## config.mk

```make
export PLATFORM = sky130hd
export DESIGN_NAME = lbp_pattern_label_mapper_top
export DESIGN_NICKNAME = d
export VERILOG_FILES = /design/src/sv/lbpm_pkg.sv /design/src/sv/lbpm_class.sv /design/src/sv/lbpm_label_store.sv /design/src/sv/lbp_pattern_label_mapper_top.sv
export VERILOG_INCLUDE_DIRS = /design/src /design/src/sv
export SDC_FILE = /design/constraint.sdc
export NUM_CORES = 2
export LEC_CHECK = 0
export BUFFER_PORTS_ARGS = -buffer_cell sky130_fd_sc_hd__buf_2
export CAP_MARGIN = 10
export CELL_PAD_IN_SITES_DETAIL_PLACEMENT = 0
export CELL_PAD_IN_SITES_GLOBAL_PLACEMENT = 1
export CORE_MARGIN = 8
export CORE_UTILIZATION = 30
export DETAILED_ROUTE_END_ITERATION = 8
export GPL_TIMING_DRIVEN = 0
export PLACE_DENSITY = 0.51
export SYNTH_ARGS = -nofsm -noshare
export SYNTH_HDL_FRONTEND = slang
export SYNTH_SLANG_ARGS = --single-unit
```

## constraint.sdc

```tcl
create_clock -name clk -period 50 [get_ports clk]
set_input_delay 0 -clock clk [delete_from_list [all_inputs] [get_ports clk]]
set_output_delay 0 -clock clk [all_outputs]
set_load 0.005 [all_outputs]
```

## src/sv/lbp_pattern_label_mapper_top_defines.svh

```systemverilog
// assertion macros shared by the mapper rtl
`ifndef LBP_PATTERN_LABEL_MAPPER_TOP_DEFINES_SVH
`define LBP_PATTERN_LABEL_MAPPER_TOP_DEFINES_SVH

// condition and consequence in the same cycle
`define LBPM_ASSERT_SAME(name, pre, post, msg) \
	name: assert property (@(posedge clk) disable iff (!arst_n) (pre) |-> (post)) \
		else $error(msg);

// consequence in the cycle after the condition
`define LBPM_ASSERT_NEXT(name, pre, post, msg) \
	name: assert property (@(posedge clk) disable iff (!arst_n) (pre) |=> (post)) \
		else $error(msg);

`endif

```

## src/sv/lbpm_pkg.sv

```systemverilog
package lbpm_pkg;

	localparam int CODE_W   = 8;
	localparam int COUNT_W  = 9;
	localparam int BITS_W   = 4;
	localparam int MAX_BITS = 8;
	localparam int DEPTH    = 1 << CODE_W;

	localparam logic [1:0] MODE_IDENTITY    = 2'd0;
	localparam logic [1:0] MODE_UNIFORM     = 2'd1;
	localparam logic [1:0] MODE_ROT         = 2'd2;
	localparam logic [1:0] MODE_ROT_UNIFORM = 2'd3;

	localparam logic [1:0] CFG_PATTERN_BITS = 2'd0;
	localparam logic [1:0] CFG_MAPPING_MODE = 2'd1;

	typedef logic [CODE_W-1:0]  code_t;
	typedef logic [COUNT_W-1:0] count_t;
	typedef logic [BITS_W-1:0]  bits_t;

	// one item as it enters the label store stage
	typedef struct packed {
		logic   first;
		logic   rot;
		logic   uni;
		logic   uniform;
		code_t  rm;
		code_t  label;
		count_t count;
	} lbpm_req_t;

	function automatic bits_t eff_bits(bits_t raw);
		bits_t p;
		p = raw;
		if (p == 4'd0) p = 4'd1;
		if (p > BITS_W'(MAX_BITS)) p = BITS_W'(MAX_BITS);
		if (p > BITS_W'(CODE_W)) p = BITS_W'(CODE_W);
		return p;
	endfunction

	function automatic code_t code_mask(bits_t p);
		return CODE_W'((COUNT_W'(1) << p) - COUNT_W'(1));
	endfunction

	// rotate left by k within p bits, k below p
	function automatic code_t rot_by(code_t v, bits_t p, logic [2:0] k);
		return ((v << k) | (v >> (p - {1'b0, k}))) & code_mask(p);
	endfunction

endpackage

```

## src/sv/lbpm_class.sv

```systemverilog
module lbpm_class import lbpm_pkg::*; (
	input  code_t      code,
	input  bits_t      p,
	input  logic [1:0] mode,
	output code_t      rm,
	output logic       uniform,
	output code_t      label,
	output count_t     count
);

	code_t      r;
	code_t      r1;
	code_t      pp;
	logic [3:0] pc;

	always_comb begin
		rm = code;
		for (int k = 1; k < CODE_W; k++) begin
			r = rot_by(code, p, 3'(k));
			if (BITS_W'(k) < p && r < rm) rm = r;
		end
		r1 = rot_by(code, p, 3'd1);
		uniform = $countones(code ^ r1) <= 2;
		pc = 4'($countones(code));
		pp = {4'b0, p} * {4'b0, p - 4'd1};
		unique case (mode)
			MODE_IDENTITY: begin
				label = code;
				count = COUNT_W'(1) << p;
			end
			MODE_UNIFORM: begin
				// uniform codes get their running number in the store stage
				label = pp + 8'd2;
				count = {1'b0, pp} + 9'd3;
			end
			MODE_ROT: begin
				label = '0;
				count = '0;
			end
			MODE_ROT_UNIFORM: begin
				label = uniform ? {4'b0, pc} : {4'b0, p} + 8'd1;
				count = {5'b0, p} + 9'd2;
			end
			default: begin
				label = '0;
				count = '0;
			end
		endcase
	end

endmodule

```

## src/sv/lbpm_label_store.sv

```systemverilog
module lbpm_label_store import lbpm_pkg::*; (
	input  logic      clk,
	input  logic      arst_n,
	input  logic      ld,
	input  lbpm_req_t req,
	input  logic      out_stall,
	output logic      out_valid,
	output code_t     label,
	output count_t    label_count
);

	code_t            mem [DEPTH];
	code_t            rd_q;
	code_t            label_q;
	count_t           count_q;
	logic             use_mem_q;
	logic             valid_out_q;
	count_t           next_label_q;
	code_t            seen_q;
	logic [DEPTH-1:0] valid_q;

	count_t nl_base;
	count_t nl_next;
	code_t  seen_base;
	logic   vbit;
	logic   miss;
	logic   take_seen;

	always_comb begin
		nl_base   = req.first ? '0 : next_label_q;
		seen_base = req.first ? '0 : seen_q;
		vbit      = !req.first && valid_q[req.rm];
		miss      = req.rot && !vbit;
		nl_next   = (miss && nl_base != count_t'(DEPTH)) ? nl_base + 9'd1 : nl_base;
		take_seen = req.uni && req.uniform;
	end

	always_ff @(posedge clk or negedge arst_n) begin
		if (!arst_n) begin
			valid_out_q  <= 1'b0;
			next_label_q <= '0;
			seen_q       <= '0;
			valid_q      <= '0;
		end else begin
			if (ld) begin
				valid_out_q  <= 1'b1;
				next_label_q <= nl_next;
				seen_q       <= take_seen ? seen_base + 8'd1 : seen_base;
				valid_q      <= (req.first ? '0 : valid_q) |
					(miss ? (DEPTH'(1) << req.rm) : '0);
			end else if (valid_out_q && !out_stall) begin
				valid_out_q <= 1'b0;
			end
		end
	end

	always_ff @(posedge clk) begin
		if (ld) begin
			label_q   <= req.rot ? nl_base[CODE_W-1:0] : (take_seen ? seen_base : req.label);
			count_q   <= req.rot ? nl_next : req.count;
			use_mem_q <= req.rot && vbit;
		end
	end

	// every load reads the entry of its class and a miss also writes it; the read value is used only on a hit
	always_ff @(posedge clk) begin
		if (ld && miss) mem[req.rm] <= nl_base[CODE_W-1:0];
		if (ld) rd_q <= mem[req.rm];
	end

	assign out_valid   = valid_out_q;
	assign label       = use_mem_q ? rd_q : label_q;
	assign label_count = count_q;

endmodule

```

## src/sv/lbp_pattern_label_mapper_top.sv

```systemverilog
// local binary pattern label mapper
// input channel: pattern and first, moved on in_valid with in_stall low.
// a set first starts a new table and clears the label counters and the
// rotation class valid bits before that code is mapped.
// output channel: label and label_count, moved on out_valid with out_stall low.
// config channel: cfg_index selects pattern_bits (0) or mapping_mode (1),
// written on cfg_valid and cfg_ready; cfg_ready is always high. write only
// while no item is in flight.
// throughput: one code per cycle while out_stall is low; the store stage reads
// the label memory for every code and also writes it on a miss.
// a code is registered in code_s1, then in req_s2, then in the store stage outputs.
// when out_stall holds, results stay put; the pipeline keeps filling its free
// stages and raises in_stall only once all three stages hold an item.
// reset: pattern_bits is 8, mapping_mode is 3, counters and valid bits clear,
// the pipeline empties. label memory contents need no clearing.
`include "lbp_pattern_label_mapper_top_defines.svh"

module lbp_pattern_label_mapper_top import lbpm_pkg::*; (
	input  logic       clk,
	input  logic       arst_n,
	input  logic       in_valid,
	output logic       in_stall,
	input  logic [7:0] pattern,
	input  logic       first,
	output logic       out_valid,
	input  logic       out_stall,
	output logic [7:0] label,
	output logic [8:0] label_count,
	input  logic       cfg_valid,
	output logic       cfg_ready,
	input  logic [1:0] cfg_index,
	input  logic [3:0] cfg_data
);

	bits_t      pattern_bits_q;
	logic [1:0] mapping_mode_q;
	bits_t      p;

	logic      v_s1;
	code_t     code_s1;
	logic      first_s1;
	logic      v_s2;
	lbpm_req_t req_s2;

	logic   ld2;
	logic   ld3;
	logic   in_acc;
	code_t  rm;
	logic   uniform;
	code_t  st_label;
	count_t st_count;

	assign cfg_ready = 1'b1;
	assign p         = eff_bits(pattern_bits_q);

	always_ff @(posedge clk or negedge arst_n) begin
		if (!arst_n) begin
			pattern_bits_q <= 4'd8;
			mapping_mode_q <= MODE_ROT_UNIFORM;
		end else if (cfg_valid && cfg_ready) begin
			unique case (cfg_index)
				CFG_PATTERN_BITS: pattern_bits_q <= cfg_data;
				CFG_MAPPING_MODE: mapping_mode_q <= cfg_data[1:0];
				default: ;
			endcase
		end
	end

	assign ld3      = v_s2 && (!out_valid || !out_stall);
	assign ld2      = v_s1 && (!v_s2 || ld3);
	assign in_stall = v_s1 && v_s2 && !ld3;
	assign in_acc   = in_valid && !in_stall;

	always_ff @(posedge clk or negedge arst_n) begin
		if (!arst_n) begin
			v_s1 <= 1'b0;
			v_s2 <= 1'b0;
		end else begin
			if (in_acc) v_s1 <= 1'b1;
			else if (ld2) v_s1 <= 1'b0;
			if (ld2) v_s2 <= 1'b1;
			else if (ld3) v_s2 <= 1'b0;
		end
	end

	always_ff @(posedge clk) begin
		if (in_acc) begin
			code_s1  <= pattern & code_mask(p);
			first_s1 <= first;
		end
	end

	lbpm_class u_class (
		.code    (code_s1),
		.p       (p),
		.mode    (mapping_mode_q),
		.rm      (rm),
		.uniform (uniform),
		.label   (st_label),
		.count   (st_count)
	);

	always_ff @(posedge clk) begin
		if (ld2) begin
			req_s2.first   <= first_s1;
			req_s2.rot     <= mapping_mode_q == MODE_ROT;
			req_s2.uni     <= mapping_mode_q == MODE_UNIFORM;
			req_s2.uniform <= uniform;
			req_s2.rm      <= rm;
			req_s2.label   <= st_label;
			req_s2.count   <= st_count;
		end
	end

	lbpm_label_store u_store (
		.clk         (clk),
		.arst_n      (arst_n),
		.ld          (ld3),
		.req         (req_s2),
		.out_stall   (out_stall),
		.out_valid   (out_valid),
		.label       (label),
		.label_count (label_count)
	);

	`LBPM_ASSERT_SAME(a_stall_only_when_full, in_stall, v_s1 && v_s2 && out_valid && out_stall, "input stalled with a free stage")
	`LBPM_ASSERT_NEXT(a_first_rot_class, ld3 && req_s2.first && req_s2.rot, out_valid && label == 8'd0 && label_count == 9'd1, "first code of a rotation table not labelled zero")

endmodule
```

After elaboration in Yosys (flattened, before gate mapping)
Memories as Yosys holds them, arrays and structs flattened. A register that Yosys moved wholly into a read port is not among the register bits.
Cells that the tools add are included.
Widths: inputs -> output; s select.
- RAM bits: 2048
- input port bits: 20
- bits in read-only memories: 0
- memories: 1
- word-level logic and storage cells: 168
- latch bits: 0
- register bits after elaboration: 338
- output and inout bits: 20
- div/mod/pow operators: 0
- shifts and indexed selects: 9
- eq/ne operators: 5
- $add $sub $neg: 28
- order comparisons: 18
- $mul: 1
- mux-type cells: 33
- bitwise gates (word level): 17
- reduce and logical (&&, ||, !) cells: 36
- memories (memory ; depth ; bits a word ; rd ports ; clocked after Yosys merged registers in ; write ports ; RTL line ; RTL):
    u_store.mem ; 256 ; 8 ; 1 ; 1 ; 1 ; lbpm_label_store.sv:12 ; code_t mem [DEPTH];
- operators with widths (cell ; number):
    $mux 256 ; 2
    $or 256x256->256 ; 1
    $shl 1x8->256 const A ; 1
    $mux 8 ; 13
    $add 32x32->32 ; 3
    $and 8x8->8 ; 8
    $lt 8x8->1 ; 7
    $or 8x8->8 ; 7
    $shr 8x4->8 ; 7
    $pmux 9 s4 ; 1
    $le 32x3->1 const B ; 1
    $pmux 8 s4 ; 1
    $mux 9 ; 3
    $logic_and 1x1->1 ; 19
    $add 1x1->2 ; 8
    $lt 3x4->1 const A ; 4
    $sub 4x3->4 const B ; 4
    $add 4x4->4 ; 3
    $mux 4 ; 3
    $add 8x2->9 const B ; 1
    $add 9x1->9 const B ; 1
    $lt 8x9->1 const B ; 1
    $mux 1 ; 9
    $ne 9x9->1 const B ; 1
    other kinds (22) ; 38

Logic depth before layout (Yosys ltp)
- depth after elaboration: 31
- gate-level depth with buffers: 84
- depth with buffers taken out: 76

By module
From an unflattened synthesis, not the netlist that was laid out.
- cell total of the unflattened synthesis: 5423
- area total of the unflattened synthesis: 99663.1 um2
- by module, submodules not included (module ; sequential area each (um2) ; cells each ; instances ; area each (um2)):
    lbpm_label_store ; 69136.3 ; 4573 ; 1 ; 92598.8
    lbpm_class ; 0.0 ; 758 ; 1 ; 5381.4
    lbp_pattern_label_mapper_top ; 1345.0 ; 92 ; 1 ; 1682.9

Worst setup path after synthesis
OpenSTA, ideal clock, no wires.
- path kind: reg-to-reg
- start: register pattern_bits_q[3]
- end: register req_s2[18] (netlist bit) (data pin)
- setup time: 265 ps
- cell stages (with the launch flop): 79
- arrival time: 16105 ps
- slack: 33630 ps
- period minus slack after synthesis: 16370 ps
- data required time: 49735 ps
- buffers on the path: 9
- path through: dfstp_2 buf_2 nand2b_1 clkbuf_1 clkbuf_1 ha_1 and2_1 inv_1 ha_1 nor3b_1 nor4b_1 a41o_1 a2111oi_4 inv_1 ha_1 nor2b_1 o21ai_0 nand4_1 [43 not listed] ha_1 a21o_1 a21o_1 a2111oi_0 nand2_1 nor4_1 a21o_1 mux2_2 nor2_1 ha_1 nor2b_1 o21ai_0 nand3b_1 or3_1 nor3_2 or2_2 buf_2 o31ai_1
- cells in the longest elaborated chain, start to end: 31
- elaborated cells between the ends (all ways): 64
- classes of those cells: add/sub: 8; order compare: 16; shift: 8; mux: 10; bitwise: 14; reduce/logical: 8
- ends and longest elaborated chain (what ; RTL line ; RTL):
    from (decl) ; lbp_pattern_label_mapper_top.sv:35 ; bits_t pattern_bits_q;
    from (signal assigned) ; lbp_pattern_label_mapper_top.sv:62 ; CFG_PATTERN_BITS: pattern_bits_q <= cfg_data;
    $logic_not 4->1 ; lbpm_pkg.sv:35 ; if (p == 4'd0) p = 4'd1;
    $mux 4 (*) ; lbpm_pkg.sv:35 ;
    $gt 4x4->1 ; lbpm_pkg.sv:36 ; if (p > BITS_W'(MAX_BITS)) p = BITS_W'(MAX_BITS);
    $mux 4 (*) ; lbpm_pkg.sv:36 ;
    $gt 4x4->1 ; lbpm_pkg.sv:37 ; if (p > BITS_W'(CODE_W)) p = BITS_W'(CODE_W);
    $mux 4 (*) ; lbpm_pkg.sv:37 ;
    $sub 4x1->4 ; lbpm_pkg.sv:47 ; return ((v << k) | (v >> (p - {1'b0, k}))) & code_mask(p);
    $shr 8x4->8 ; lbpm_pkg.sv:47 ;
    [16 not listed] ; -- ;
    $mux 8 ; lbpm_class.sv:20 ; if (BITS_W'(k) < p && r < rm) rm = r;
    $lt 8x8->1 ; lbpm_class.sv:20 ;
    $logic_and 1x1->1 ; lbpm_class.sv:20 ;
    $mux 8 ; lbpm_class.sv:20 ;
    $lt 8x8->1 ; lbpm_class.sv:20 ;
    $logic_and 1x1->1 ; lbpm_class.sv:20 ;
    $mux 8 (*) ; lbpm_class.sv:20 ;
    net rm[1] ; lbp_pattern_label_mapper_top.sv:48 ; code_t rm;
    to (decl) ; lbp_pattern_label_mapper_top.sv:43 ; lbpm_req_t req_s2;
Mark *: on every way through the listed nets, which the timed path passes. The rest lies on a longest branch.
A chain may end at the register's enable or synchronous reset.

Final worst setup path
- start: register pattern_bits_q[3]
- end: register req_s2[17] (netlist bit) (data pin)
Same word-level chain as after synthesis.

==> impl_metrics.env <==
export IMPL_rows=210
export IMPL_synth_fa_ha_area_frac=0.0141
export IMPL_grt_pass1_vias=54711
export IMPL_synthTopCellsByArea="edfxtp_1 (64%), mux4_2 (17%), dfrtp_1 (7.1%)"
export IMPL_skew_ns=0.0788
export IMPL_die_h_um=590
export IMPL_ys_ff_latch=2394
export IMPL_async_flop_share=0.118
export IMPL_cpMostUsedCell="ha_1"
export IMPL_grt_max_degree=108
export IMPL_insertion_delay_ns=0.89
export IMPL_slew_viol_final=0
export IMPL_r2r_start="pattern_bits_q[3]$_DFFE_PN1P_"
export IMPL_fin_crit_ns=20.73
export IMPL_use_met2=0.334
export IMPL_routed_via_density=5.44
export IMPL_ff2ff_path_depth=80
export IMPL_cp_slowest_cell="clkbuf_1"
export IMPL_hold_violations=0
export IMPL_io_pins=40
export IMPL_cp_required_ns=50.56
export IMPL_rsz0062_at_grt="false"
export IMPL_yosysSeqAreaShare=0.713
export IMPL_start_kind="flip-flop"
export IMPL_hold_buffers=43
export IMPL_hold_path_class="in2reg"
export IMPL_cts_inserted_buffers=269
export IMPL_grt_pass1_wl_mm=494
export IMPL_die_w_um=590
export IMPL_min_period_over_period=0.415
export IMPL_grt_use_total=0.208
export IMPL_maxSlewHeadroom=0.0501
export IMPL_p_total_mw=6.46
export IMPL_syn2layout_area_growth_pct=17.6
export IMPL_synth_xor_area_frac=0.00160
export IMPL_ctsResizeCount=0
export IMPL_netlist_top_cells_count="edfxtp_1 (2112), mux4_2 (745), nor2_1 (338)"
export IMPL_post_dp_hpwl_mm=256
export IMPL_yosysTopAreaCell="edfxtp_1"
export IMPL_drive_gt1_frac=0.277
export IMPL_synth_simple_area_share=0.0357
export IMPL_cp_slowest_stage_delay_ns=0.75
export IMPL_synth_mux_area_frac=0.176
export IMPL_vias=55001
export IMPL_leakage_nw=42.0
export IMPL_initial_utilization=0.302
export IMPL_first_pass_iters=6
export IMPL_yosys_most_used_dff="edfxtp_1"
export IMPL_clockBufferDepth=4
export IMPL_clockRootBuffer="clkbuf_16"
export IMPL_drc_errors=0
export IMPL_dp_cells=9548
export IMPL_endpoint_kind="flip-flop"
export IMPL_tightest_slew_ns=1.42
export IMPL_r2r_end="req_s2[17]$_DFFE_PP_"
export IMPL_gp_congestion=0.862
export IMPL_synth_nets=5155
export IMPL_critical_path_class="reg2reg"
export IMPL_cts_setup_buffers=0
export IMPL_setup_tns_ns=0
export IMPL_core_sq_mm=0.327
export IMPL_cts_clk_slew_worst_paths_ns=0.05
export IMPL_ir_drop_mv=0.0477
export IMPL_yosysMostFrequentCell="edfxtp_1"
export IMPL_min_from="pattern[1]"
export IMPL_met1_usage=0.281
export IMPL_setup_slack_ns=29.27
export IMPL_min_to="code_s1[1]$_DFFE_PP_"
export IMPL_grt_busiest_layer="met2"
export IMPL_clock_fmax_mhz=48.2
export IMPL_power_per_cell_area_mw_per_mm2=55.6
export IMPL_finalSetupViolations=0
export IMPL_pre_cts_slack_ns=29.45
export IMPL_yosysTopAreaCellShare=0.642
export IMPL_synth_top_family_by_area="multiplexers"
export IMPL_path_max_fanout=15
export IMPL_hold_depth=3
export IMPL_grt_remaining_overflow=0
export IMPL_stdcell_count=10104
export IMPL_htreeDepth=5
export IMPL_synth_compound_area_frac=0.0414
export IMPL_ys_warnings_count=0
export IMPL_crit_arrival_ns=21.29
export IMPL_io_buffers=38
export IMPL_synth_edff_count=2112
export IMPL_ant_nets=0
export IMPL_antenna_found_initial=31
export IMPL_grtUsageMet3=0.0419
export IMPL_status="completed"
export IMPL_synthDistinctLibCells=88
export IMPL_drv_cap=0
export IMPL_syn_inst=5031
export IMPL_syn_area_sq_mm=0.0988
export IMPL_initialDrtViolationCount=7109
export IMPL_nets=5658
export IMPL_wl_per_cell_um=36.7
export IMPL_rrSetupSlack_ns=29.27
export IMPL_die_area_sq_mm=0.348
export IMPL_clock_sinks=2394
export IMPL_wl_mm=370
export IMPL_tritoncts="yes"
export IMPL_avgSynthCellArea_sq_um=19.6
[state kept, by name, indices dropped and copies added, names as in the netlist]
name	count
v_s2	1
u_store.out_valid	1
u_store.valid_q	256
u_store.label_q	8
pattern_bits_q	4
first_s1	1
mapping_mode_q	2
u_store.use_mem_q	1
code_s1	8
u_store.next_label_q	9
req_s2	29
u_store.seen_q	8
u_store.label_count	9
v_s1	1
u_store.mem	2048
u_store.rd_q	8
[cells in the final DEF (no fill, tap or decap), drive strengths merged, types with 39 or more instances in the layout]
cell type	netlist	routed
ha	92	92
nor3	39	39
a21o	271	271
clkbuf	182	542
inv	98	110
nand2	122	122
dlygate4sd3	0	42
nand3	51	51
o21ai	58	58
a21oi	78	78
nor2	349	349
edfxtp	2112	2112
mux4	745	745
dfrtp	279	279
buf	123	311
clkinv	2	90
[worst max-delay path by stage]
stage                             startpoint  cells past startpoint                   end  slack [ns]
3_3_place_gp   pattern_bits_q[3]$_DFFE_PN1P_                     75  req_s2[17]$_DFFE_PP_       29.16
2_1_floorplan  pattern_bits_q[3]$_DFFE_PN1P_                     78  req_s2[18]$_DFFE_PP_       33.63
3_5_place_dp   pattern_bits_q[3]$_DFFE_PN1P_                     79  req_s2[17]$_DFFE_PP_       29.45
6_report       pattern_bits_q[3]$_DFFE_PN1P_                     80  req_s2[17]$_DFFE_PP_       29.27
5_1_grt        pattern_bits_q[3]$_DFFE_PN1P_                     81  req_s2[17]$_DFFE_PP_       28.08
4_1_cts        pattern_bits_q[3]$_DFFE_PN1P_                     79  req_s2[17]$_DFFE_PP_       29.40
[metal layers]
metal,vias up,share of wire
li1,21646,-
met1,30336,0.42
met2,2416,0.47
met3,601,0.074
met4,2,0.042
met5,-,0.000032
[critical path, delay by kind of cell, from the launching register on]
kind            cells  cell delay [ns]
compound gates     26             6.70
fa+ha+maj           9             3.26
mux                 3             1.20
flops               1             0.53
simple gates       27             5.36
buf+inv            15             3.39
[stage by stage]
step | utilization | cell area [sq um] | hold WS [ns]
5_1_grt | 0.355 | 116000 | 0.0698
3_3_place_gp | 0.319 | 104000 | 0.185
2_1_floorplan | - | 98800 | -0.296
4_1_cts | 0.354 | 116000 | 0.0226
6_report | 0.355 | 116000 | 0.0756
3_5_place_dp | 0.326 | 107000 | 0.115
[layout make-up]
cell class / count / area, sq um
well taps: 4346 / 5440
plain buffers: 305 / 1440
flip-flops and latches: 2394 / 70500
fillers: 30690 / 211000
multi-input cells: 2232 / 26700
clock buffers: 358 / 7450
inverters: 100 / 383
diodes: 15 / 37.5
repair buffers: 232 / 3130
clock inverters: 122 / 1160
[cells by family after synthesis]
kind of cell / count (synthesis)
AO/OA/AOI/OAI: 561
XOR/XNOR: 18
adder cells (fa/ha/maj): 104
buffers and inverters: 405
flip-flops: 2394
multiplexers: 806
other: 1
AND/OR/NAND/NOR: 742
[power by group]
| part | leakage [nW] | total [mW] | internal (mW) | switching, mW |
|---|---|---|---|---|
| Combinational | 13.1 | 2.23 | 0.722 | 1.51 |
| Clock | 4.21 | 1.97 | 1.14 | 0.825 |
| Sequential | 24.7 | 2.26 | 2.24 | 0.0213 |
| Total | 42.0 | 6.46 | 4.10 | 2.36 |
Note: power is estimated with default switching activity, not from simulation.
